<file path="src/rtl/q24_delay.sv">
module q24_delay #(
  parameter int WIDTH = 8,
  parameter int DEPTH = 2
) (
  input  logic             clk,
  input  logic             rst,
  input  logic             in_valid,
  input  logic [WIDTH-1:0] in_data,
  output logic             out_valid,
  output logic [WIDTH-1:0] out_data
);

  logic [WIDTH-1:0] data [0:DEPTH-1];
  logic [DEPTH-1:0] vld;

  always_ff @(posedge clk) begin
    data[0] <= in_data;
    for (int i = 1; i < DEPTH; i++) begin
      data[i] <= data[i-1];
    end
  end

  always_ff @(posedge clk) begin
    if (rst) begin
      vld <= '0;
    end else begin
      vld <= {vld[DEPTH-2:0], in_valid};
    end
  end

  assign out_valid = vld[DEPTH-1];
  assign out_data  = data[DEPTH-1];

endmodule

</file>
<file path="config.mk">
export PLATFORM = sky130hd
export DESIGN_NAME = q24_delay
export DESIGN_NICKNAME = d
export VERILOG_FILES = /design/src/rtl/q24_delay.sv
export SDC_FILE = /design/constraint.sdc
export NUM_CORES = 1
export LEC_CHECK = 0
export BUFFER_PORTS_ARGS = -buffer_cell sky130_fd_sc_hd__buf_2
export CORE_AREA = 5 5 42 44
export DETAILED_ROUTE_END_ITERATION = 12
export DIE_AREA = 0 0 47 49
export GPL_ROUTABILITY_DRIVEN = 0
export HOLD_SLACK_MARGIN = 0.05
export MAX_ROUTING_LAYER = met4
export PLACE_DENSITY = 0.66
export SYNTH_ARGS = -nofsm -noshare
export SYNTH_HDL_FRONTEND = slang
export SYNTH_SLANG_ARGS = --single-unit
</file>
<file path="constraint.sdc">
create_clock -name clk -period 0.8 [get_ports clk]
set_input_delay 0 -clock clk [delete_from_list [all_inputs] [get_ports clk]]
set_output_delay 0 -clock clk [all_outputs]
set_load 0.05 [all_outputs]
</file>
==> key figures, run 1 <==
Critical path
  • Critical Path, Cell by Cell: buf_8
  • Setup crit start kind: flip-flop
  • Worst-path fanout max: 1
  • Crit path DAT: 0.77 ns
  • Crit. End Element: output pin
  • CP max stage delay: 0.35 ns
  • Crit Path Category: flip-flop to output pin
  • Slowest CP cell: dfxtp_2
  • Req. time, crit path: 0.80 ns
  • Reg2reg start: vld[0]$_SDFF_PP0_
  • Number of buffers and inverters on the critical path: 1
  • Critical Path Source: vld[1]$_SDFF_PP0_
  • CP top delay family: flip-flops

Global routing
  • Global-route usage over all layers: 0.06268
  • Busiest grt layer: met2
  • GR Util met3: 0.04059
  • Global-route met2 utilization: 0.09276
  • Maximum number of pins on one net before global-route repair: 11
  • Vias in the first global route: 249
  • First-pass GRT wire length: 1000 um
  • Met1 usage: 0.06335
  • Initial antenna violation count: 0
  • Total grt overflow: 0

STA
  • Tcrit/Tclk final: 0.9573
  • Max frequency: 1306 MHz
  • Headroom to the max-slew limit: 0.9264
  • Actual slew at the worst max-slew pin: 0.1107 ns
  • Final setup viols: 0
  • Final hold vios: 0
  • Final hold slack: 0.3308 ns
  • Minimum clock period after layout: 0.7658 ns
  • Max-slew violation count: 0
  • RSZ-0062 raised after global routing: true
  • Worst Clk Skew: 0.001419 ns

Cells and area
  • Most common cell after layout, fill and taps aside: dfxtp_1
  • Most frequent cells in the layout: dfxtp_1 (11), dlygate4sd3_1 (10), buf_2 (10)
  • Ant diodes: 0
  • Area Overhead vs Synth: 60.98%
  • Layout cells sized above 1: 0.5660
  • Cell area after layout: 696.9 um^2
  • Final Non-Filler Cells: 69
  • Final #Nets: 65

Yosys
  • Cell Area, Synth: 432.9 um^2
  • Yosys warning count: 0
  • Post-synth cell types: 3
  • Post-Syn Area per Cell: 15.46 um^2
  • Register bit total from synthesis: 18
  • Cells after Synth: 28
  • Seq/Total Area, Yosys: 0.8324
  • Synthesized Nets: 39

Floorplanning
  • Die Width: 47 um
  • Die Footprint: 2303 um^2
  • I/O pins: 20
  • Rows: 14
  • Core area: 1401 um^2
  • Die Height: 49 um
  • Initial core utilization: 0.3089

Routing
  • First-iteration detailed-routing DRC count: 0
  • Via count: 245
  • Post-DRT Antenna Nets: 0
  • Average wire per standard cell: 8.580 um
  • First drt pass iteration count: 1
  • Routed Wire Length: 592 um
  • Residual DRC count: 0
  • Vias per cell: 3.551

Power
  • Comb pwr share: 0.119
  • Pint: 1.321 mW
  • Net Switching: 0.3607 mW
  • Clk pwr share: 0.309
  • Sw Ratio: 0.2145
  • Seq pwr share: 0.572
  • Max VDD drop: 1.404 mV
  • Pwr dens: 2413 nW/um^2
  • Leakage power: 0.3155 nW

Hold path
  • HP Class: flip-flop to flip-flop
  • Min-delay src: data[0][6]$_DFF_P_

Clocking
  • TritonCTS clock tree: yes
  • Clk buf depth: 2
  • Clk root buf: clkbuf_4
  • Sink Count: 18
  • Post-CTS Setup Inserts: 0
  • Clock buffer count from CTS: 3
  • Clk slew on worst S/H paths: 0.09 ns
  • H-tree depth: 1
  • Worst-skew pair later-pin latency: 0.28 ns

Outcome
  • Status: finished clean

Run
  • Max-cap violations: 0

Placement
  • Dpl cells: 55
  • Count of input and output buffers: 19
  • Placed Instance Area: 488.0 um^2
  • Final HPWL DP: 378 um
[power groups by stage]
stage | clock, mW | combinational (mW) | sequential [mW]
2_1_floorplan | 0 | 0.111 | 0.979
3_3_place_gp | 0 | 0.132 | 0.972
3_5_place_dp | 0 | 0.133 | 0.973
4_1_cts | 0.550 | 0.189 | 0.956
5_1_grt | 0.598 | 0.211 | 0.967
6_report | 0.519 | 0.201 | 0.961
[state kept, by name, indices dropped and copies added, names as in the netlist]
register	cells
vld	2
data	16
[Yosys cell counts (all sizes together)]
cell | count | area share
buf | 8 | 0.14
nor2b | 2 | 0.029
dfxtp | 18 | 0.83
[routing by layer]
| layer | vias up | wire [um] |
|---|---|---|
| li1 | 125 | - |
| met1 | 108 | 233 |
| met2 | 12 | 292 |
| met3 | 0 | 66 |
| met4 | 0 | 0 |
| met5 | - | 0 |
[stage by stage]
stage	utilization	worst slack [ns]	total power, mW	TNS, ns
CTS	0.4723	0.0004554	1.695	0
detailed placement	0.3482	0.2594	1.106	0
finish	0.4973	0.03419	1.681	0
global placement	0.3482	0.2638	1.103	0
floorplan	-	0.2127	1.089	0
global route	0.4973	-0.02150	1.776	-0.05135
[timing repair]
action | in CTS | in global routing
gates resized for setup | 13 | 14
hold buffers | 10 | 0
endpoints found under the hold margin | 10 | 0
setup endpoints to repair | 9 | 9
[kinds of logic after synthesis]
family        count (synthesis)  synth area share
buf+inv                       8            0.1387
simple gates                  2           0.02890
flops                        18            0.8324
[worst paths after layout]
kind,endpoint,slack [ns],depth (start not counted)
setup reg to reg,vld[1]$_SDFF_PP0_,0.28,1
hold / removal,data[0][14]$_DFF_P_,0.33,0
hold reg to reg,data[0][14]$_DFF_P_,0.33,0
setup / recovery,out_valid,0.03,1
[final cells by class]
class	instances	area [um^2]
clock buffers	4	36.28
fillers	131	704.4
multi-input cells	2	12.51
flip-flops and latches	18	369.1
well taps	16	20.02
repair buffers	29	259.0
No activity file was read; power rests on OpenSTA's default activity.
==> run 2: changes to the inputs <==
--- a/config.mk
+++ b/config.mk
@@ -5,6 +5,7 @@
 export SDC_FILE = /design/constraint.sdc
 export NUM_CORES = 1
 export LEC_CHECK = 0
+export ABC_AREA = 1
 export BUFFER_PORTS_ARGS = -buffer_cell sky130_fd_sc_hd__buf_2
 export CORE_AREA = 5 5 42 44
 export DETAILED_ROUTE_END_ITERATION = 12
@@ -12,7 +13,7 @@
 export GPL_ROUTABILITY_DRIVEN = 0
 export HOLD_SLACK_MARGIN = 0.05
 export MAX_ROUTING_LAYER = met4
-export PLACE_DENSITY = 0.66
+export PLACE_DENSITY = 0.67
 export SYNTH_ARGS = -nofsm -noshare
 export SYNTH_HDL_FRONTEND = slang
 export SYNTH_SLANG_ARGS = --single-unit
==> key figures, run 2 <==
Critical path
  • Slowest CP cell: dfxtp_1
  • Crit path to: out_data[7]
  • Setup crit start kind: flip-flop
  • Crit Path Category: flip-flop to output pin
  • CP top delay family: flip-flops
  • Worst-path fanout max: 1
  • R2R depth: 2
  • CP Depth: 1
  • CP max stage delay: 0.33 ns
  • Critical Path Source: data[0][15]$_DFF_P_
  • Reg2reg start: vld[0]$_SDFF_PP0_
  • R2r endpoint: vld[1]$_SDFF_PP0_
  • Critical Path, Cell by Cell: buf_6
  • Crit. End Element: output pin
  • Crit path DAT: 0.76 ns
  • Req. time, crit path: 0.80 ns
  • Number of buffers and inverters on the critical path: 1
  • R2R setup slack: 0.31 ns

STA
  • Max-slew violation count: 0
  • Tcrit/Tclk final: 0.9463
  • Final setup viols: 0
  • Actual slew at the worst max-slew pin: 0.1091 ns
  • Setup TNS: 0 ns
  • Worst Clk Skew: 0.001270 ns
  • Headroom to the max-slew limit: 0.9275
  • Minimum clock period after layout: 0.7570 ns
  • Max frequency: 1321 MHz
  • RSZ-0062 raised after global routing: false
  • Final hold vios: 0

Routing
  • Average wire per standard cell: 8.457 um
  • Routed Wire Length: 592 um
  • Vias per cell: 3.500
  • First drt pass iteration count: 1
  • Via count: 245
  • Residual DRC count: 0
  • First-iteration detailed-routing DRC count: 0
  • Post-DRT Antenna Nets: 0

Yosys
  • Register bit total from synthesis: 18
  • Count leader, synth: dfxtp_1
  • Biggest area consumer among synthesized cells: dfxtp_1
  • Seq/Total Area, Yosys: 0.8276
  • Synth top cells by count: dfxtp_1 (18), buf_4 (8), inv_1 (2), nor2_1 (2)
  • Main synth FF type: dfxtp_1
  • Post-synth cell types: 4
  • Area share of the leading cell type in the synthesized netlist: 0.8276
  • Post-Syn Area per Cell: 14.51 um^2
  • Yosys warning count: 0
  • Cell Area, Synth: 435.4 um^2
  • Synthesized Nets: 41
  • Cells after Synth: 30
  • EDFF count, synth: 0
  • Synth area leaders: dfxtp_1 (83%), buf_4 (14%), inv_1 (1.7%)
  • Async set-or-reset flop fraction in the synthesized netlist: 0

Floorplanning
  • Rows: 14
  • Initial core utilization: 0.3107
  • Core area: 1401 um^2
  • Die Width: 47 um
  • Die Height: 49 um
  • Die Footprint: 2303 um^2
  • I/O pins: 20

Cells and area
  • Ant diodes: 0
  • Largest register by flop count: data
  • Layout cells sized above 1: 0.5370
  • Fillers: 122
  • Multi-input gate area: 7.507 um^2
  • FF/Latch Area: 369.1 um^2
  • Max FFs per register: 16
  • Most common cell after layout, fill and taps aside: dfxtp_1
  • Area Overhead vs Synth: 55.75%
  • Largest registers: data (16), vld (2)
  • Most frequent cells in the layout: dfxtp_1 (11), dlygate4sd3_1 (10), buf_2 (10)
  • Final #Nets: 67

Global routing
  • Maximum number of pins on one net before global-route repair: 10
  • Global-route usage over all layers: 0.06613
  • Initial antenna violation count: 0
  • First-pass GRT wire length: 1028 um
  • Vias in the first global route: 276
  • Total grt overflow: 0

Power
  • Clk pwr share: 0.258
  • Pint: 1.214 mW
  • Seq pwr share: 0.615
  • Total power: 1.562 mW
  • Sw Ratio: 0.2225
  • Leakage power: 0.3136 nW
  • Max VDD drop: 1.227 mV
  • Pwr dens: 2303 nW/um^2
  • Comb pwr share: 0.127
  • Net Switching: 0.3474 mW

Clocking
  • TritonCTS clock tree: yes
  • Clock buffer count from CTS: 3
  • Clk root buf: clkbuf_4
  • Sink Count: 18
  • H-tree depth: 1
  • Clk buf depth: 2
  • Worst-skew pair later-pin latency: 0.27 ns
  • Clk slew on worst S/H paths: 0.09 ns

Run
  • Max-cap violations: 0

Hold path
  • HP Class: flip-flop to flip-flop

Placement
  • Count of input and output buffers: 19

Outcome
  • Status: finished clean
## run 2: how the worst min path moves through the flow
stage,to,startpoint,cells after the start,slack [ns]
floorplan,data[0][0]$_DFF_P_,in_data[0],0,0.03
global placement,data[0][1]$_DFF_P_,in_data[1],1,0.10
detailed placement,data[0][6]$_DFF_P_,in_data[6],1,0.10
CTS,data[0][14]$_DFF_P_,data[0][6]$_DFF_P_,0,0.33
global route,data[0][14]$_DFF_P_,data[0][6]$_DFF_P_,0,0.34
finish,data[0][14]$_DFF_P_,data[0][6]$_DFF_P_,0,0.33
## run 2: cell families (layout without fill, tap and decap cells)
group | after synthesis | count (layout) | share of synthesized area
buffers and inverters | 10 | 34 | 0.1552
DFF | 18 | 18 | 0.8276
and+or+nand+nor | 2 | 2 | 0.01725
## run 2: cell type report
| type | instances | share of cell area |
|---|---|---|
| flip-flops and latches | 18 | 0.5443 |
| clock buffers | 3 | 0.03321 |
| inverters | 2 | 0.01107 |
| multi-input cells | 2 | 0.01107 |
| repair buffers | 29 | 0.3708 |
| well taps | 16 | 0.02952 |
## run 2: routing by layer
layer  GRT usage  up-vias  share of wire
li1            -      129              -
met1     0.05830      103           0.36
met2      0.1063       13           0.53
met3     0.02214        0           0.11
met4     0.05530        0              0
met5           -        -              0
## run 2: what timing repair did
| action | 4_1_cts | 5_1_grt |
|---|---|---|
| resized for setup | 11 | 14 |
| buffers inserted | 0 | 0 |
| hold endpoints to repair | 10 | 0 |
| hold buffers | 10 | 0 |
| setup endpoints to repair | 9 | 9 |
## run 2: power by group through the flow
| stage | clock (mW) | combinational (mW) | sequential [mW] |
|---|---|---|---|
| floorplan | 0 | 0.111 | 0.979 |
| global placement | 0 | 0.132 | 0.972 |
| detailed placement | 0 | 0.134 | 0.973 |
| CTS | 0.433 | 0.187 | 0.954 |
| global route | 0.469 | 0.211 | 0.966 |
| finish | 0.404 | 0.198 | 0.960 |
## run 2: per-stage QoR
stage,hold slack [ns],instances,setup slack (ns),utilization,instance area [um^2]
after global placement,0.1026,57,0.2665,0.3500,490.5
final,0.3295,70,0.04300,0.4839,678.2
after CTS,0.3333,70,0.002270,0.4589,643.1
after detailed placement,0.1036,57,0.2522,0.3500,490.5
after global routing,0.3370,70,0.0006711,0.4839,678.2
after floorplan,0.02772,30,0.2127,-,435.4
==> run 3: changes to the inputs <==
--- a/config.mk
+++ b/config.mk
@@ -13,7 +13,8 @@
 export GPL_ROUTABILITY_DRIVEN = 0
 export HOLD_SLACK_MARGIN = 0.05
 export MAX_ROUTING_LAYER = met4
-export PLACE_DENSITY = 0.67
+export PLACE_DENSITY = 0.59
+export SETUP_SLACK_MARGIN = 0.3
 export SYNTH_ARGS = -nofsm -noshare
 export SYNTH_HDL_FRONTEND = slang
 export SYNTH_SLANG_ARGS = --single-unit
==> key figures, run 3 (synthesis gave the netlist of run 2 again) <==
Routing
  • First drt pass iteration count: 2
  • Residual DRC count: 0
  • Via count: 238
  • Routed Wire Length: 562 um
  • Vias per cell: 3.449
  • Average wire per standard cell: 8.145 um
  • Post-DRT Antenna Nets: 0
  • First-iteration detailed-routing DRC count: 1

Power
  • Total power: 1.695 mW
  • Pwr dens: 2402 nW/um^2
  • Leakage power: 0.3231 nW
  • Max VDD drop: 0.9996 mV

STA
  • Worst Clk Skew: 0.005633 ns
  • Max frequency: 1300 MHz
  • Final Worst Setup Slack: 0.03050 ns
  • Headroom to the max-slew limit: 0.9285
  • Actual slew at the worst max-slew pin: 0.1075 ns
  • Minimum clock period after layout: 0.7695 ns
  • Final setup viols: 0
  • RSZ-0062 raised after global routing: true
  • Max-slew violation count: 0
  • Final hold slack: -0.1361 ns
  • Tcrit/Tclk final: 0.9619
  • Final hold vios: 2

Critical path
  • R2R setup slack: 0.32 ns
  • Setup crit start kind: flip-flop
  • Crit path DAT: 0.77 ns
  • CP top delay family: flip-flops
  • Critical Path, Cell by Cell: buf_6
  • Critical Path Source: data[0][13]$_DFF_P_
  • Crit Path Category: flip-flop to output pin
  • CP Depth: 1
  • Slowest CP cell: dfxtp_2
  • R2R depth: 2
  • Worst-path fanout max: 1
  • Crit. End Element: output pin
  • Reg2reg start: vld[0]$_SDFF_PP0_
  • CP max stage delay: 0.34 ns
  • Number of buffers and inverters on the critical path: 1
  • Req. time, crit path: 0.80 ns
  • Crit path to: out_data[5]
  • R2r endpoint: vld[1]$_SDFF_PP0_

Clocking
  • Clk slew on worst S/H paths: 0.09 ns
  • H-tree depth: 1
  • Hold_buf cts: 8
  • Clk buf depth: 2
  • TritonCTS clock tree: yes
  • Post-CTS Setup Inserts: 0
  • Clk root buf: clkbuf_4
  • Sink Count: 18
  • Worst-skew pair later-pin latency: 0.28 ns
  • Clock buffer count from CTS: 3

Placement
  • Count of input and output buffers: 19
  • Final HPWL DP: 392.1 um
  • Pre-CTS setup slack: 0.2503 ns

Global routing
  • Global-route usage over all layers: 0.05677
  • Maximum number of pins on one net before global-route repair: 11
  • Initial antenna violation count: 0
  • First-pass GRT wire length: 862 um
  • Total grt overflow: 0
  • Vias in the first global route: 201

Cells and area
  • Post-Route Utilization: 0.5036
  • Fillers: 130
  • FF/Latch Area: 372.9 um^2
  • Largest register by flop count: data
  • Max FFs per register: 16
  • Most frequent cells in the layout: dfxtp_2 (10), buf_2 (10), dfxtp_1 (8), dlygate4sd3_1 (8), buf_8 (8)
  • Largest registers: data (16), vld (2)
  • Area Overhead vs Synth: 62.07%
  • Layout cells sized above 1: 0.6415
  • Multi-input gate area: 7.507 um^2
  • Final #Nets: 65
  • Ant diodes: 0

Floorplanning
  • Initial core utilization: 0.3107
  • Core area: 1401 um^2
  • I/O pins: 20
  • Rows: 14
  • Die Width: 47 um
  • Die Footprint: 2303 um^2
  • Die Height: 49 um

Outcome
  • Failing checks: hold timing
  • Status: finished with violations

Hold path
  • HP Class: input pin to flip-flop

Run
  • Max-cap violations: 0
==> run 3: cell types whose count changed in the layout (fill, tap and decap cells not counted) <==
cell / change
inv_2: +1
buf_6: -8
dfxtp_1: -3
dfxtp_2: +3
inv_1: -1
clkbuf_8: +1
dlygate4sd3_1: -2
buf_8: +8
==> run 3: how the worst min path moves through the flow <==
stage | start | endpoint | slack, ns | cells past startpoint
floorplan | in_data[0] | data[0][0]$_DFF_P_ | 0.03 | 0
global placement | in_data[6] | data[0][6]$_DFF_P_ | 0.10 | 1
detailed placement | in_data[1] | data[0][1]$_DFF_P_ | 0.10 | 1
CTS | rst | vld[1]$_SDFF_PP0_ | -0.14 | 2
global route | rst | vld[1]$_SDFF_PP0_ | -0.14 | 2
finish | rst | vld[0]$_SDFF_PP0_ | -0.14 | 2
==> run 3: per-layer routing <==
layer | vias to the layer above | global-route usage | wire (um)
met5 | - | - | 0
met4 | 0 | 0.05530 | 19
met3 | 2 | 0.02583 | 77
met2 | 14 | 0.06561 | 231
met1 | 96 | 0.06757 | 234
li1 | 126 | - | -
==> run 3: power breakdown <==
group	internal [mW]	total (mW)	switching [mW]	leakage, nW
sequential	0.948	0.967	0.0187	0.152
combinational	0.103	0.206	0.103	0.150
clock	0.277	0.522	0.245	0.0210
total	1.33	1.69	0.367	0.323
==> run 3: what timing repair did <==
| action | CTS | global route |
|---|---|---|
| setup endpoints to repair | 9 | 10 |
| endpoints found under the hold margin | 10 | 2 |
| pin swaps | 0 | 0 |
| gates resized for setup | 31 | 5 |
==> run 3: cell type report <==
cell class                      instances  share of cell area
Sequential cell                        18              0.5284
Inverter                                2             0.01064
Tap cell                               16             0.02837
Clock buffer                            4             0.05142
Timing Repair Buffer                   27              0.3706
Multi-Input combinational cell          2             0.01064
==> run 3: metrics by stage <==
stage	cell area, um^2	setup TNS, ns	instances	hold slack (ns)
2_1_floorplan	436.7	0	30	0.02772
3_3_place_gp	491.7	0	57	0.1026
3_5_place_dp	491.7	0	57	0.1036
4_1_cts	693.2	0	69	-0.1448
5_1_grt	705.7	-0.007751	69	-0.1431
6_report	705.7	0	69	-0.1361
==> run 3: worst register-to-register path, cell delays in order, from the launching register on <==
cell and delay, ns:
dfxtp_2 0.33, inv_2 0.03, nor2_1 0.02
